===== src/rtl/fwse_pkg.sv =====
package fwse_pkg;

  localparam int COUNT_WIDTH = 16;
  localparam int NUM_WHEELS  = 4;
  localparam int SUM_W       = COUNT_WIDTH + 2;
  localparam int THR_W       = 17;
  localparam int CMP_W       = (SUM_W > THR_W) ? SUM_W : THR_W;
  localparam int CORR_W      = 9;
  localparam int MAG_W       = 15;
  localparam int CFG_IDX_W   = 2;
  localparam int CFG_DATA_W  = 9;

  localparam logic [CFG_IDX_W-1:0] CFG_BASE_SPEED = 2'd0;
  localparam logic [CFG_IDX_W-1:0] CFG_GAIN       = 2'd1;
  localparam logic [CFG_IDX_W-1:0] CFG_DELTA_CAP  = 2'd2;
  localparam logic [CFG_IDX_W-1:0] CFG_DIST_LIMIT = 2'd3;

  localparam logic KIND_START = 1'b0;
  localparam logic KIND_TICK  = 1'b1;

  localparam logic [1:0] MODE_LINEAR = 2'd0;
  localparam logic [1:0] MODE_STRAFE = 2'd1;
  localparam logic [1:0] MODE_TURN   = 2'd2;
  localparam logic [1:0] MODE_DIAG   = 2'd3;

  typedef logic [COUNT_WIDTH-1:0] count_t;

  typedef enum logic [1:0] {
    OP_IDLE,
    OP_START,
    OP_DONE,
    OP_RUN
  } op_e;

  // per-word control that follows the word down the lane pipeline
  typedef struct packed {
    logic   valid;
    op_e    op;
    logic   diag;
    logic   linear;
    logic   blocked;
    count_t avg;
  } lane_ctrl_t;

  typedef struct packed {
    logic clear;
    logic inc;
  } cnt_ctrl_t;

  typedef struct packed {
    logic [3:0] dir;
    logic       moving;
    logic       done;
    logic       obs;
  } status_t;

endpackage


===== src/rtl/fwse_if.sv =====
interface fwse_in_if;
  logic               valid;
  logic               ready;
  logic               kind;
  logic [1:0]         move_mode;
  logic signed [15:0] target_ticks;
  logic [3:0]         pulse_mask;
  logic [8:0]         front_distance_cm;
  logic [8:0]         rear_distance_cm;

  modport source (
    output valid, kind, move_mode, target_ticks, pulse_mask,
           front_distance_cm, rear_distance_cm,
    input  ready
  );
  modport sink (
    input  valid, kind, move_mode, target_ticks, pulse_mask,
           front_distance_cm, rear_distance_cm,
    output ready
  );
endinterface

interface fwse_out_if;
  logic       valid;
  logic       ready;
  logic [7:0] pwm_wheel0;
  logic [7:0] pwm_wheel1;
  logic [7:0] pwm_wheel2;
  logic [7:0] pwm_wheel3;
  logic [3:0] direction_bits;
  logic       moving;
  logic       done_res;
  logic       obstacle_stop;

  modport source (
    output valid, pwm_wheel0, pwm_wheel1, pwm_wheel2, pwm_wheel3,
           direction_bits, moving, done_res, obstacle_stop,
    input  ready
  );
  modport sink (
    input  valid, pwm_wheel0, pwm_wheel1, pwm_wheel2, pwm_wheel3,
           direction_bits, moving, done_res, obstacle_stop,
    output ready
  );
endinterface


===== src/rtl/fwse_merge.sv =====
module fwse_merge (
  input  fwse_pkg::count_t                  cnt_i [fwse_pkg::NUM_WHEELS],
  input  logic                              diag_i,
  input  logic [fwse_pkg::MAG_W-1:0]        mag_i,
  output fwse_pkg::count_t                  avg_o,
  output logic                              reached_o
);

  logic [fwse_pkg::SUM_W-1:0] sum01, sum23, sum;
  logic [fwse_pkg::THR_W-1:0] thr;

  always_comb begin
    sum01 = fwse_pkg::SUM_W'(cnt_i[0]) + fwse_pkg::SUM_W'(cnt_i[1]);
    sum23 = fwse_pkg::SUM_W'(cnt_i[2]) + fwse_pkg::SUM_W'(cnt_i[3]);
    sum   = sum01 + sum23;
    // diagonal moves drive two wheels, so the threshold is halved
    thr   = diag_i ? {1'b0, mag_i, 1'b0} : {mag_i, 2'b00};
    reached_o = fwse_pkg::CMP_W'(sum) >= fwse_pkg::CMP_W'(thr);
    avg_o     = sum[fwse_pkg::SUM_W-1:2];
  end

endmodule


===== src/rtl/fwse_lane.sv =====
module fwse_lane (
  input  logic                  clk_i,
  input  logic                  rst_ni,
  input  logic                  en_i,
  input  fwse_pkg::cnt_ctrl_t   cnt_ctrl_i,
  input  logic                  pulse_i,
  input  fwse_pkg::lane_ctrl_t  s2_i,
  input  fwse_pkg::lane_ctrl_t  s3_i,
  input  logic                  start_off_i,
  input  logic [7:0]            base_i,
  input  logic [7:0]            gain_i,
  input  logic [7:0]            cap_i,
  output fwse_pkg::count_t      cnt_next_o,
  output logic [7:0]            pwm_o
);

  localparam int DIFF_W = fwse_pkg::COUNT_WIDTH + 1;

  fwse_pkg::count_t count_q, count_d;

  logic signed [DIFF_W-1:0]           diff, cap_ext;
  logic signed [fwse_pkg::CORR_W-1:0] corr_d, corr_q;
  logic                               apply_d, apply_q;

  logic signed [17:0] prod;
  logic signed [18:0] num;
  logic [7:0]         sat, hold, pwm_d, pwm_q;

  // stage 1: saturating pulse counter
  always_comb begin
    count_d = count_q;
    if (cnt_ctrl_i.clear) begin
      count_d = '0;
    end else if (cnt_ctrl_i.inc && pulse_i && (count_q != '1)) begin
      count_d = count_q + 1'b1;
    end
  end

  assign cnt_next_o = count_d;

  always_ff @(posedge clk_i or negedge rst_ni) begin
    if (!rst_ni) begin
      count_q <= '0;
    end else begin
      count_q <= count_d;
    end
  end

  // stage 2: error from the average, clamped to the cap
  // count_q still holds this word's count: no new word enters while it waits
  always_comb begin
    diff    = $signed({1'b0, s2_i.avg}) - $signed({1'b0, count_q});
    cap_ext = $signed({{(DIFF_W-8){1'b0}}, cap_i});
    if (diff > cap_ext) begin
      corr_d = fwse_pkg::CORR_W'(cap_ext);
    end else if (diff < -cap_ext) begin
      corr_d = fwse_pkg::CORR_W'(-cap_ext);
    end else begin
      corr_d = fwse_pkg::CORR_W'(diff);
    end
    apply_d = (s2_i.op == fwse_pkg::OP_RUN) && (count_q != '0) &&
              !(s2_i.linear && s2_i.blocked);
  end

  always_ff @(posedge clk_i) begin
    if (en_i && s2_i.valid) begin
      corr_q  <= corr_d;
      apply_q <= apply_d;
    end
  end

  // stage 3: gain, offset and saturation into the pwm register
  always_comb begin
    prod = corr_q * $signed({1'b0, gain_i});
    num  = $signed({7'b0, base_i, 4'b0000}) + 19'(prod);
    if (num[18]) begin
      sat = 8'd0;
    end else if (|num[17:12]) begin
      sat = 8'hFF;
    end else begin
      sat = num[11:4];
    end

    if (s3_i.linear) begin
      hold = s3_i.blocked ? 8'd0 : base_i;
    end else begin
      hold = pwm_q;
    end

    case (s3_i.op)
      fwse_pkg::OP_START: pwm_d = start_off_i ? 8'd0 : base_i;
      fwse_pkg::OP_RUN:   pwm_d = apply_q ? sat : hold;
      default:            pwm_d = 8'd0;
    endcase
  end

  always_ff @(posedge clk_i or negedge rst_ni) begin
    if (!rst_ni) begin
      pwm_q <= 8'd0;
    end else if (en_i && s3_i.valid) begin
      pwm_q <= pwm_d;
    end
  end

  assign pwm_o = pwm_q;

endmodule


===== src/rtl/four_wheel_speed_equalizer.sv =====
// Four-wheel distance drive with per-wheel speed equalization.
// in_i takes words of two kinds: a start word (mode and signed target) and a
// tick word (encoder pulse mask and the two ultrasonic readings). Every
// accepted word gives exactly one result word on out_o with the four wheel
// PWM levels, the direction lines and the moving, done and obstacle flags.
// The cfg port writes base speed, gain, error cap and obstacle distance; the
// user must write it only while no word is in flight; nothing enforces it.
// Each word passes three registered stages: pulse counting with the sum and
// target compare, error clamping per wheel, then gain multiply and
// saturation into the PWM register that drives out_o. One word is taken per
// cycle while out_o is not stalled.
// The four wheels run in separate lanes side by side.
// When out_o is stalled the whole pipeline holds and in_i.ready drops in the
// same cycle; it returns as soon as the waiting result is taken.
// Reset clears the counters, PWM levels, move state and flags and loads the
// configuration defaults (128, 16, 10, 40).
module four_wheel_speed_equalizer (
  input  logic                                clk_i,
  input  logic                                rst_ni,
  fwse_in_if.sink                             in_i,
  fwse_out_if.source                          out_o,
  input  logic                                cfg_we_i,
  input  logic [fwse_pkg::CFG_IDX_W-1:0]      cfg_idx_i,
  input  logic [fwse_pkg::CFG_DATA_W-1:0]     cfg_wdata_i
);

  logic [7:0] base_q, gain_q, cap_q;
  logic [8:0] limit_q;

  logic [1:0]                 mode_q, mode_d;
  logic [fwse_pkg::MAG_W-1:0] mag_q, mag_d;
  logic                       neg_q, neg_d;
  logic                       active_q, active_d;
  logic                       flag_q, flag_d;
  logic [3:0]                 dir_q, dir_d;

  logic en, acc;
  logic [15:0] abs_t;
  logic [fwse_pkg::MAG_W-1:0] mag_new;
  logic t_neg, t_pos;
  logic [3:0] pat;
  logic [8:0] sensor_cm;
  logic blocked;

  fwse_pkg::cnt_ctrl_t  cnt_ctrl;
  fwse_pkg::lane_ctrl_t s1_ctrl, s2_q, s3_q;
  fwse_pkg::status_t    s1_st, st2_q, st3_q, st_out_q;
  logic                 out_valid_q;

  fwse_pkg::count_t cnt_next [fwse_pkg::NUM_WHEELS];
  fwse_pkg::count_t avg;
  logic             reached;
  logic [7:0]       pwm [fwse_pkg::NUM_WHEELS];

  // configuration registers
  always_ff @(posedge clk_i or negedge rst_ni) begin
    if (!rst_ni) begin
      base_q  <= 8'd128;
      gain_q  <= 8'd16;
      cap_q   <= 8'd10;
      limit_q <= 9'd40;
    end else if (cfg_we_i) begin
      case (cfg_idx_i)
        fwse_pkg::CFG_BASE_SPEED: base_q  <= cfg_wdata_i[7:0];
        fwse_pkg::CFG_GAIN:       gain_q  <= cfg_wdata_i[7:0];
        fwse_pkg::CFG_DELTA_CAP:  cap_q   <= cfg_wdata_i[7:0];
        fwse_pkg::CFG_DIST_LIMIT: limit_q <= cfg_wdata_i;
        default: ;
      endcase
    end
  end

  assign en         = !out_valid_q || out_o.ready;
  assign in_i.ready = en;
  assign acc        = in_i.valid && en;

  // start decode
  always_comb begin
    t_neg   = in_i.target_ticks[15];
    t_pos   = !t_neg && (in_i.target_ticks != 16'sd0);
    abs_t   = t_neg ? 16'(-in_i.target_ticks) : in_i.target_ticks;
    // only the most negative target leaves bit 15 set
    mag_new = abs_t[15] ? '1 : abs_t[14:0];
    case (in_i.move_mode)
      fwse_pkg::MODE_LINEAR: pat = t_pos ? 4'hC : 4'h3;
      fwse_pkg::MODE_TURN:   pat = t_neg ? 4'h9 : 4'h6;
      fwse_pkg::MODE_STRAFE: pat = t_pos ? 4'hA : 4'h5;
      default:               pat = t_pos ? 4'hA : 4'h5;
    endcase
  end

  assign cnt_ctrl.clear = acc && (in_i.kind == fwse_pkg::KIND_START);
  assign cnt_ctrl.inc   = acc && (in_i.kind == fwse_pkg::KIND_TICK) && active_q;

  fwse_merge u_merge (
    .cnt_i     (cnt_next),
    .diag_i    (mode_q == fwse_pkg::MODE_DIAG),
    .mag_i     (mag_q),
    .avg_o     (avg),
    .reached_o (reached)
  );

  assign sensor_cm = neg_q ? in_i.rear_distance_cm : in_i.front_distance_cm;
  assign blocked   = (sensor_cm != 9'd0) && (sensor_cm <= limit_q);

  // stage 1: move state and per-word control
  always_comb begin
    mode_d   = mode_q;
    mag_d    = mag_q;
    neg_d    = neg_q;
    active_d = active_q;
    flag_d   = flag_q;
    dir_d    = dir_q;

    s1_ctrl         = '0;
    s1_ctrl.valid   = acc;
    s1_ctrl.op      = fwse_pkg::OP_IDLE;
    s1_ctrl.diag    = mode_q == fwse_pkg::MODE_DIAG;
    s1_ctrl.avg     = avg;

    s1_st.moving = 1'b0;
    s1_st.done   = 1'b0;
    s1_st.obs    = flag_q;

    if (in_i.kind == fwse_pkg::KIND_START) begin
      mode_d   = in_i.move_mode;
      mag_d    = mag_new;
      neg_d    = t_neg;
      flag_d   = 1'b0;
      dir_d    = pat;
      active_d = mag_new != '0;
      s1_ctrl.diag = in_i.move_mode == fwse_pkg::MODE_DIAG;
      s1_ctrl.op   = active_d ? fwse_pkg::OP_START : fwse_pkg::OP_DONE;
      s1_st.moving = active_d;
      s1_st.done   = !active_d;
      s1_st.obs    = 1'b0;
    end else if (active_q) begin
      if (reached) begin
        active_d   = 1'b0;
        s1_ctrl.op = fwse_pkg::OP_DONE;
        s1_st.done = 1'b1;
      end else begin
        s1_ctrl.op   = fwse_pkg::OP_RUN;
        s1_st.moving = 1'b1;
        if (mode_q == fwse_pkg::MODE_LINEAR) begin
          s1_ctrl.linear  = 1'b1;
          s1_ctrl.blocked = blocked;
          flag_d          = blocked;
          s1_st.obs       = blocked;
        end
      end
    end
    s1_st.dir = dir_d;
  end

  always_ff @(posedge clk_i or negedge rst_ni) begin
    if (!rst_ni) begin
      mode_q   <= '0;
      mag_q    <= '0;
      neg_q    <= 1'b0;
      active_q <= 1'b0;
      flag_q   <= 1'b0;
      dir_q    <= '0;
    end else if (acc) begin
      mode_q   <= mode_d;
      mag_q    <= mag_d;
      neg_q    <= neg_d;
      active_q <= active_d;
      flag_q   <= flag_d;
      dir_q    <= dir_d;
    end
  end

  // pipeline registers, all held while the output word waits
  always_ff @(posedge clk_i or negedge rst_ni) begin
    if (!rst_ni) begin
      s2_q        <= '0;
      s3_q        <= '0;
      st2_q       <= '0;
      st3_q       <= '0;
      st_out_q    <= '0;
      out_valid_q <= 1'b0;
    end else if (en) begin
      s2_q        <= s1_ctrl;
      st2_q       <= s1_st;
      s3_q        <= s2_q;
      st3_q       <= st2_q;
      st_out_q    <= st3_q;
      out_valid_q <= s3_q.valid;
    end
  end

  for (genvar w = 0; w < fwse_pkg::NUM_WHEELS; w++) begin : g_lane
    fwse_lane u_lane (
      .clk_i       (clk_i),
      .rst_ni      (rst_ni),
      .en_i        (en),
      .cnt_ctrl_i  (cnt_ctrl),
      .pulse_i     (in_i.pulse_mask[w]),
      .s2_i        (s2_q),
      .s3_i        (s3_q),
      // diagonal moves start with the middle wheels off
      .start_off_i (s3_q.diag && ((w == 1) || (w == 2))),
      .base_i      (base_q),
      .gain_i      (gain_q),
      .cap_i       (cap_q),
      .cnt_next_o  (cnt_next[w]),
      .pwm_o       (pwm[w])
    );
  end

  assign out_o.valid          = out_valid_q;
  assign out_o.pwm_wheel0     = pwm[0];
  assign out_o.pwm_wheel1     = pwm[1];
  assign out_o.pwm_wheel2     = pwm[2];
  assign out_o.pwm_wheel3     = pwm[3];
  assign out_o.direction_bits = st_out_q.dir;
  assign out_o.moving         = st_out_q.moving;
  assign out_o.done_res       = st_out_q.done;
  assign out_o.obstacle_stop  = st_out_q.obs;

endmodule

===== src/flat_wrapper.sv =====
// flat-port wrapper written by rule: the top's interface ports become plain ports
module four_wheel_speed_equalizer_flat 
  (clk_i, rst_ni, cfg_we_i, cfg_idx_i, cfg_wdata_i, in_i_valid, in_i_kind, in_i_move_mode, in_i_target_ticks, in_i_pulse_mask, in_i_front_distance_cm, in_i_rear_distance_cm, in_i_ready, out_o_valid, out_o_pwm_wheel0, out_o_pwm_wheel1, out_o_pwm_wheel2, out_o_pwm_wheel3, out_o_direction_bits, out_o_moving, out_o_done_res, out_o_obstacle_stop, out_o_ready);
  fwse_in_if in_i_i ();
  fwse_out_if out_o_i ();
  input  logic clk_i;
  input  logic rst_ni;
  input  logic cfg_we_i;
  input  logic [fwse_pkg::CFG_IDX_W-1:0] cfg_idx_i;
  input  logic [fwse_pkg::CFG_DATA_W-1:0] cfg_wdata_i;
  input wire logic [$bits(in_i_i.valid)-1:0] in_i_valid;
  input wire logic [$bits(in_i_i.kind)-1:0] in_i_kind;
  input wire logic [$bits(in_i_i.move_mode)-1:0] in_i_move_mode;
  input wire logic [$bits(in_i_i.target_ticks)-1:0] in_i_target_ticks;
  input wire logic [$bits(in_i_i.pulse_mask)-1:0] in_i_pulse_mask;
  input wire logic [$bits(in_i_i.front_distance_cm)-1:0] in_i_front_distance_cm;
  input wire logic [$bits(in_i_i.rear_distance_cm)-1:0] in_i_rear_distance_cm;
  output wire logic [$bits(in_i_i.ready)-1:0] in_i_ready;
  output wire logic [$bits(out_o_i.valid)-1:0] out_o_valid;
  output wire logic [$bits(out_o_i.pwm_wheel0)-1:0] out_o_pwm_wheel0;
  output wire logic [$bits(out_o_i.pwm_wheel1)-1:0] out_o_pwm_wheel1;
  output wire logic [$bits(out_o_i.pwm_wheel2)-1:0] out_o_pwm_wheel2;
  output wire logic [$bits(out_o_i.pwm_wheel3)-1:0] out_o_pwm_wheel3;
  output wire logic [$bits(out_o_i.direction_bits)-1:0] out_o_direction_bits;
  output wire logic [$bits(out_o_i.moving)-1:0] out_o_moving;
  output wire logic [$bits(out_o_i.done_res)-1:0] out_o_done_res;
  output wire logic [$bits(out_o_i.obstacle_stop)-1:0] out_o_obstacle_stop;
  input wire logic [$bits(out_o_i.ready)-1:0] out_o_ready;
  assign in_i_i.valid = in_i_valid;
  assign in_i_i.kind = in_i_kind;
  assign in_i_i.move_mode = in_i_move_mode;
  assign in_i_i.target_ticks = in_i_target_ticks;
  assign in_i_i.pulse_mask = in_i_pulse_mask;
  assign in_i_i.front_distance_cm = in_i_front_distance_cm;
  assign in_i_i.rear_distance_cm = in_i_rear_distance_cm;
  assign in_i_ready = in_i_i.ready;
  assign out_o_valid = out_o_i.valid;
  assign out_o_pwm_wheel0 = out_o_i.pwm_wheel0;
  assign out_o_pwm_wheel1 = out_o_i.pwm_wheel1;
  assign out_o_pwm_wheel2 = out_o_i.pwm_wheel2;
  assign out_o_pwm_wheel3 = out_o_i.pwm_wheel3;
  assign out_o_direction_bits = out_o_i.direction_bits;
  assign out_o_moving = out_o_i.moving;
  assign out_o_done_res = out_o_i.done_res;
  assign out_o_obstacle_stop = out_o_i.obstacle_stop;
  assign out_o_i.ready = out_o_ready;
  four_wheel_speed_equalizer u_core (.clk_i(clk_i), .rst_ni(rst_ni), .in_i(in_i_i), .out_o(out_o_i), .cfg_we_i(cfg_we_i), .cfg_idx_i(cfg_idx_i), .cfg_wdata_i(cfg_wdata_i));
endmodule

===== config.mk =====
export PLATFORM = sky130hd
export DESIGN_NAME = four_wheel_speed_equalizer_flat
export DESIGN_NICKNAME = d
export VERILOG_FILES = /design/src/rtl/fwse_pkg.sv /design/src/rtl/fwse_if.sv /design/src/rtl/fwse_merge.sv /design/src/rtl/fwse_lane.sv /design/src/rtl/four_wheel_speed_equalizer.sv /design/src/flat_wrapper.sv
export SDC_FILE = /design/constraint.sdc
export NUM_CORES = 2
export LEC_CHECK = 0
export BUFFER_PORTS_ARGS = -buffer_cell sky130_fd_sc_hd__buf_2
export CAP_MARGIN = 10
export CORE_MARGIN = 2
export CORE_UTILIZATION = 40
export DETAILED_ROUTE_END_ITERATION = 16
export GPL_TIMING_DRIVEN = 1
export PLACE_DENSITY_LB_ADDON = 0.3
export REMOVE_ABC_BUFFERS = 1
export SLEW_MARGIN = 10
export SYNTH_ARGS = -nofsm -noshare
export SYNTH_HDL_FRONTEND = slang
export SYNTH_SLANG_ARGS = --single-unit

===== constraint.sdc =====
create_clock -name clk_i -period 9.65 [get_ports clk_i]
set_clock_uncertainty 0.1 [all_clocks]
set_input_delay 0.965 -clock clk_i [delete_from_list [all_inputs] [get_ports clk_i]]
set_output_delay 0.965 -clock clk_i [all_outputs]
set_load 0.1 [all_outputs]

# Word-level counts from Yosys, hierarchy flattened
# Index checks and enable logic that the tools add are counted.
# op_classes
eq_ne	18
add_sub_neg	17
multipliers	4
reduce_logical	54
magnitude_cmp	10
div_mod_pow	0
bitwise	1
n_mux	63
shifts	0
# ops
operator	n
$mux W8	19
$mux W16	9
$reduce_bool A16 Y1	5
$add A13 B18 Y19	4
$mul A9 B9 Y18	4
$gt A17 B9 Y1	4
$lt A17 B17 Y1	4
$sub A16 B16 Y17	4
$add A16 B1 Y16 const B	4
$ne A16 B16 Y1 const B	4
$pmux W8 S2	4
$mux W9	5
$add A16 B16 Y17	2
$logic_and A1 B1 Y1	25
$reduce_or A6 Y1	4
$reduce_and A2 Y1	10
$add A18 B17 Y18	1
$ge A18 B17 Y1	1
$mux W17	1
$neg A8 Y17	1
$mux W4	4
$neg A16 Y16	1
$mux W15	1
$reduce_bool A15 Y1	1
other kinds (14)	45
# totals
regBits	243
out_inout_bits	41
latchBits	0
word_cells	221
ramBits	0
n_memories	0
in_bits	57
romBits	0

# Longest topological paths before layout
# logic_depth
ltp_word	15
depth_mapped	34
mapped_depth_nobuf	33

# Hierarchy
# Synthesis repeated with hierarchy kept, for this count alone.
# unflattened
cells_unflattened	4039
hier_area_um2	34797.1
# by_module_without_submodules
module	area_each_um2	cells_each	instances
fwse_lane at u_core.g_lane[0].u_lane ...	6766.5	802	2
fwse_lane at u_core.g_lane[2].u_lane	6849.1	812	1
fwse_lane at u_core.g_lane[3].u_lane	6623.9	783	1
four_wheel_speed_equalizer	5644.2	582	1
fwse_merge	2147.1	258	1

# Least setup slack after synthesis
# Ideal clock, no wire load.
# synth_timing
path_type	register to register
from	register u_core.out_valid_q, in the netlist u_core.out_o.valid
to	register u_core.st2_q[0] in the netlist's numbering
t_arrival_ps	7378
required_time_ps	9409
path_slack_ps	2031
path_stages_with_launch	32
setup_time_ps	141
n_path_buf	3
path_cell_list	dfrtp_1 -> nor2b_1 -> clkbuf_1 -> inv_1 -> nand2_1 -> nor2_1 -> clkbuf_1 -> clkbuf_1 -> nor2_1 -> ha_1 -> fa_1 -> a21o_1 -> a21oi_1 -> nor2b_1 -> o21ai_0 -> nor2b_1 -> xnor2_1 -> fa_1 -> ha_1 -> o21ai_0 -> nor2b_1 -> a211oi_1 -> o32ai_1 -> xnor2_1 -> ha_1 -> a21o_1 -> a2111oi_0 -> o211ai_1 -> a211oi_1 -> nand2_1 -> a41oi_1 -> a31oi_1
# synth_rtl
item	line	source
from (decl)	four_wheel_speed_equalizer.sv:48	logic out_valid_q;
from (signal assigned)	four_wheel_speed_equalizer.sv:189	out_valid_q <= s3_q.valid;
to (signal assigned)	four_wheel_speed_equalizer.sv:185	st2_q <= s1_st;
to (decl)	four_wheel_speed_equalizer.sv:47	fwse_pkg::status_t s1_st, st2_q, st3_q, st_out_q;

==> summary by stage <==
CTS
The CTS sink count is 241. The clock latency at the later pin of the worst-skew pair is 0.59 ns. In this run the post-CTS setup repair buffer count came out at 0. The tree is rooted in a sky130_fd_sc_hd__clkbuf_16. The maximum root-to-sink buffer count is 3.

The number of buffers added by the clock tree synthesis step is 28. The number of levels the H-tree was split into is 1. The clock-pin slew reported for the worst setup and hold paths after clock tree synthesis is 0.07 ns.

The TritonCTS clock tree is built. Once the clock tree was built, the resizer swapped 0 gates to a different size. The post-cts hold buffer count is 0.

Floorplan
The floorplan step defined a die boundary enclosing 81,600 um^2. The region available for standard cell placement spans 78,700 um^2. The floorplan die height is 286 um. The number of placement rows is 103. The I/O pin count is 98. The die extent in x is 286 um. The effective utilization at floorplan is 40.3%.

Finish
The most common library cell in the layout ignoring fill and taps is sky130_fd_sc_hd__inv_1. The finished layout holds 4,707 standard cells, fillers aside. The layout-stage area growth over the synthesis result is 8.37%. 0 antenna diodes ended up in the layout. The library cells used most frequently in the layout, excluding fill and tap cells, are 503 x sky130_fd_sc_hd__inv_1, 384 x sky130_fd_sc_hd__ha_1, 355 x sky130_fd_sc_hd__nand2_1. At the end of the flow the core is filled with cells to 43.7%. The post-route netlist has 7.55% of its cells at a drive strength greater than 1.

The final layout contains 4,378 nets.

Critical path
The type of the worst setup path is reg2reg. The buffering stage count on the worst path with inverters included is 0. The arrival time at the worst endpoint is 8.96 ns. The top fanout value on the critical path is 6. For the worst flop-to-flop path, the logic depth is 31. STA classifies the critical path endpoint as a flop. The register-to-register path setup slack is 1.03 ns. The largest individual stage delay along the critical path comes from the cell sky130_fd_sc_hd__a211oi_1. Data on the critical path is required at its endpoint by 9.99 ns. The capturing point of the worst reg2reg path is u_core.st2_q[0]. The origin of the critical flop-to-flop path is u_core.g_lane[1].u_lane.count_q[6]. The worst setup path is launched from a flop. For this run, the slowest stage of the critical path takes 0.69 ns. The family with the most delay on the worst path is compound AO/OA/AOI/OAI gates.

The critical path launch point is u_core.g_lane[1].u_lane.count_q[6].

Route
The routed layout has 25,037 vias. The final layout contains routed wiring with a total length of 82.2 mm. The number of detailed-route iterations in the first pass is 5.

In the routed design, unresolved DRC markers number 0. The post-detailed-route via-to-cell ratio is 5.32. The detailed router finished its first iteration with 1,611 violations. The routed wire length per instance is 17.5 um. The residual antenna-violating net count after detailed routing is 0.

Synthesis
The combinational family with the most area after synthesis is adder cells. Summing the areas of all compound-gate instances in the mapped netlist gives 13.6% of the synthesized area. The number of enable flip-flop cells after synthesis is 40.

The post-synthesis share of cell area spent on xor and xnor gates is 5.04%. After synthesis the cells add up to 31,700 um^2. The largest total area in the synthesized netlist belongs to sky130_fd_sc_hd__fa_1. During synthesis, Yosys emitted a total of 0 warnings. In this run the mean area of a mapped cell was 8.87 um^2. The portion of synthesized area spent on multiplexers is 3.12%.

The share of Yosys cell area claimed by the top area cell type is 19.1%. The adder and majority cell fraction of the synthesized area is 34.2%. The fraction of registers with async set/reset is 83.4%. Yosys mapped the design onto 85 distinct sky130hd cell types. Yosys attributes the largest share of cell area to sky130_fd_sc_hd__fa_1 19%, sky130_fd_sc_hd__dfrtp_1 15%, sky130_fd_sc_hd__ha_1 15%, sky130_fd_sc_hd__inv_1 6.0%, sky130_fd_sc_hd__nand2_1 4.2%.

The synthesized design contains 241 register bits. The part of the Yosys area used for sequential elements is 19.7%. The most used flip-flop cell after synthesis is sky130_fd_sc_hd__dfrtp_1. Summing the areas of all and, or, nand and nor instances in the mapped netlist gives 17.3% of the synthesized area.

The synthesized netlist cell count is 3,577.

STA
The worst setup slack after layout is 1.03 ns. In this run the tightest slew margin relative to its limit is 12.4%. The final-report setup violation count is 0. Hold is met by 0.151 ns. The worst path needs 8.62 ns of the cycle, external delays included.

The maximum achievable frequency is 0.116 GHz. The hold violation count in the final report is 0. The period utilization is 89.3%.

The count of pins over their slew limit is 0. At the pin with the least slew margin, the transition time is 1.30 ns. Setup repair after global routing left no endpoint under its margin.

Placed design
Routability-driven placement finished with a final weighted congestion of 0.909. The number of cells in the design after placement is 4,655. The post-DP HPWL is 66.7 mm.

During placement, the flow inserted port buffers numbering 97. The post-place setup slack is 0.939 ns.

Global routing
Entering global routing, the biggest net connects 167 pins. The number of antenna violations at the first check in global routing is 2. The global-route wire length before repair is 134 mm. The total congestion overflow after global routing is 0. The global-route usage over all layers is 20.3%. The via count of the first global-routing pass is 24,871.

Hold path
The class of the tightest hold or removal check is in2async.

Outcome
The run finished with clean final reports.

Job
The count of maximum capacitance violations is 0.
## area by class of cell
cell class                 instances  area, um^2
sequential                       241        6240
tap                             1050        1310
multi-input combinational       2737       23300
timing repair buffer             123         703
clock inverter                     7         114
clock buffer                      45         857
inverter                         504        1890
fill                            7721       44400
## routing by layer
layer	global-route usage [%]	share of wire [%]	vias up	wire [um]
li1	-	-	12218	-
met1	28.4	47	12204	38500
met2	33.1	46	518	37400
met3	2.80	5.1	93	4180
met4	4.74	2.5	4	2060
met5	0.407	0.078	-	64
## through the flow
step | area [um^2] | setup TNS [ns]
finish | 34400 | 0
global placement | 33400 | 0
global route | 34400 | 0
CTS | 34400 | 0
detailed placement | 33400 | 0
floorplan | 31400 | -17.90
## sequential cells by signal (all words and copies together) (netlist names), 8 cells and up
register	cells
u_core.cap_q	8
u_core.gain_q	8
u_core.s2_q	22
u_core.mag_q	15
u_core.g_lane.u_lane.corr_q	36
u_core.base_q	8
u_core.g_lane.u_lane.pwm_o	32
u_core.limit_q	9
u_core.g_lane.u_lane.count_q	64
## Yosys cell counts, types with 15 or more instances
master	number
sky130_fd_sc_hd__a211oi_1	29
sky130_fd_sc_hd__a21o_1	67
sky130_fd_sc_hd__a21oi_1	163
sky130_fd_sc_hd__a31oi_1	43
sky130_fd_sc_hd__and2_1	171
sky130_fd_sc_hd__and3_1	21
sky130_fd_sc_hd__clkbuf_1	90
sky130_fd_sc_hd__dfrtp_1	195
sky130_fd_sc_hd__edfxtp_1	40
sky130_fd_sc_hd__fa_1	302
sky130_fd_sc_hd__ha_1	384
sky130_fd_sc_hd__inv_1	504
sky130_fd_sc_hd__mux2_2	51
sky130_fd_sc_hd__mux2i_1	40
sky130_fd_sc_hd__nand2_1	355
sky130_fd_sc_hd__nand2b_1	18
sky130_fd_sc_hd__nand3_1	64
sky130_fd_sc_hd__nand4_1	38
sky130_fd_sc_hd__nor2_1	230
sky130_fd_sc_hd__nor2b_1	46
sky130_fd_sc_hd__nor3_1	64
sky130_fd_sc_hd__nor4_1	22
sky130_fd_sc_hd__o211ai_1	31
sky130_fd_sc_hd__o21a_1	35
sky130_fd_sc_hd__o21ai_0	128
sky130_fd_sc_hd__o21bai_1	16
sky130_fd_sc_hd__o22ai_1	15
sky130_fd_sc_hd__o31ai_1	16
sky130_fd_sc_hd__or2_2	26
sky130_fd_sc_hd__or3_1	20
sky130_fd_sc_hd__xnor2_1	138
sky130_fd_sc_hd__xor2_1	42
## how the worst max path moves through the flow
| stage | slack (ns) | endpoint | depth (start not counted) |
|---|---|---|---|
| final | 1.03 | u_core.st2_q[0] | 31 |
| after global routing | 0.22 | u_core.st2_q[0] | 32 |
| after CTS | 1.06 | u_core.st2_q[0] | 32 |
| after detailed placement | 0.94 | u_core.st2_q[0] | 30 |
| after global placement | 1.03 | u_core.st2_q[0] | 31 |
| after floorplan | -2.17 | u_core.st2_q[0] | 29 |
## logic make-up after synthesis
group	after synthesis
flip-flops	241
buffers and inverters	599
AND/OR/NAND/NOR	1122
XOR/XNOR	181
AO/OA/AOI/OAI	656
adder cells (fa/ha/maj)	686
multiplexers	92
Power is left out: the tool's default activity adds up to more than one toggle a clock period on the data nets, which glitch-free logic cannot reach.
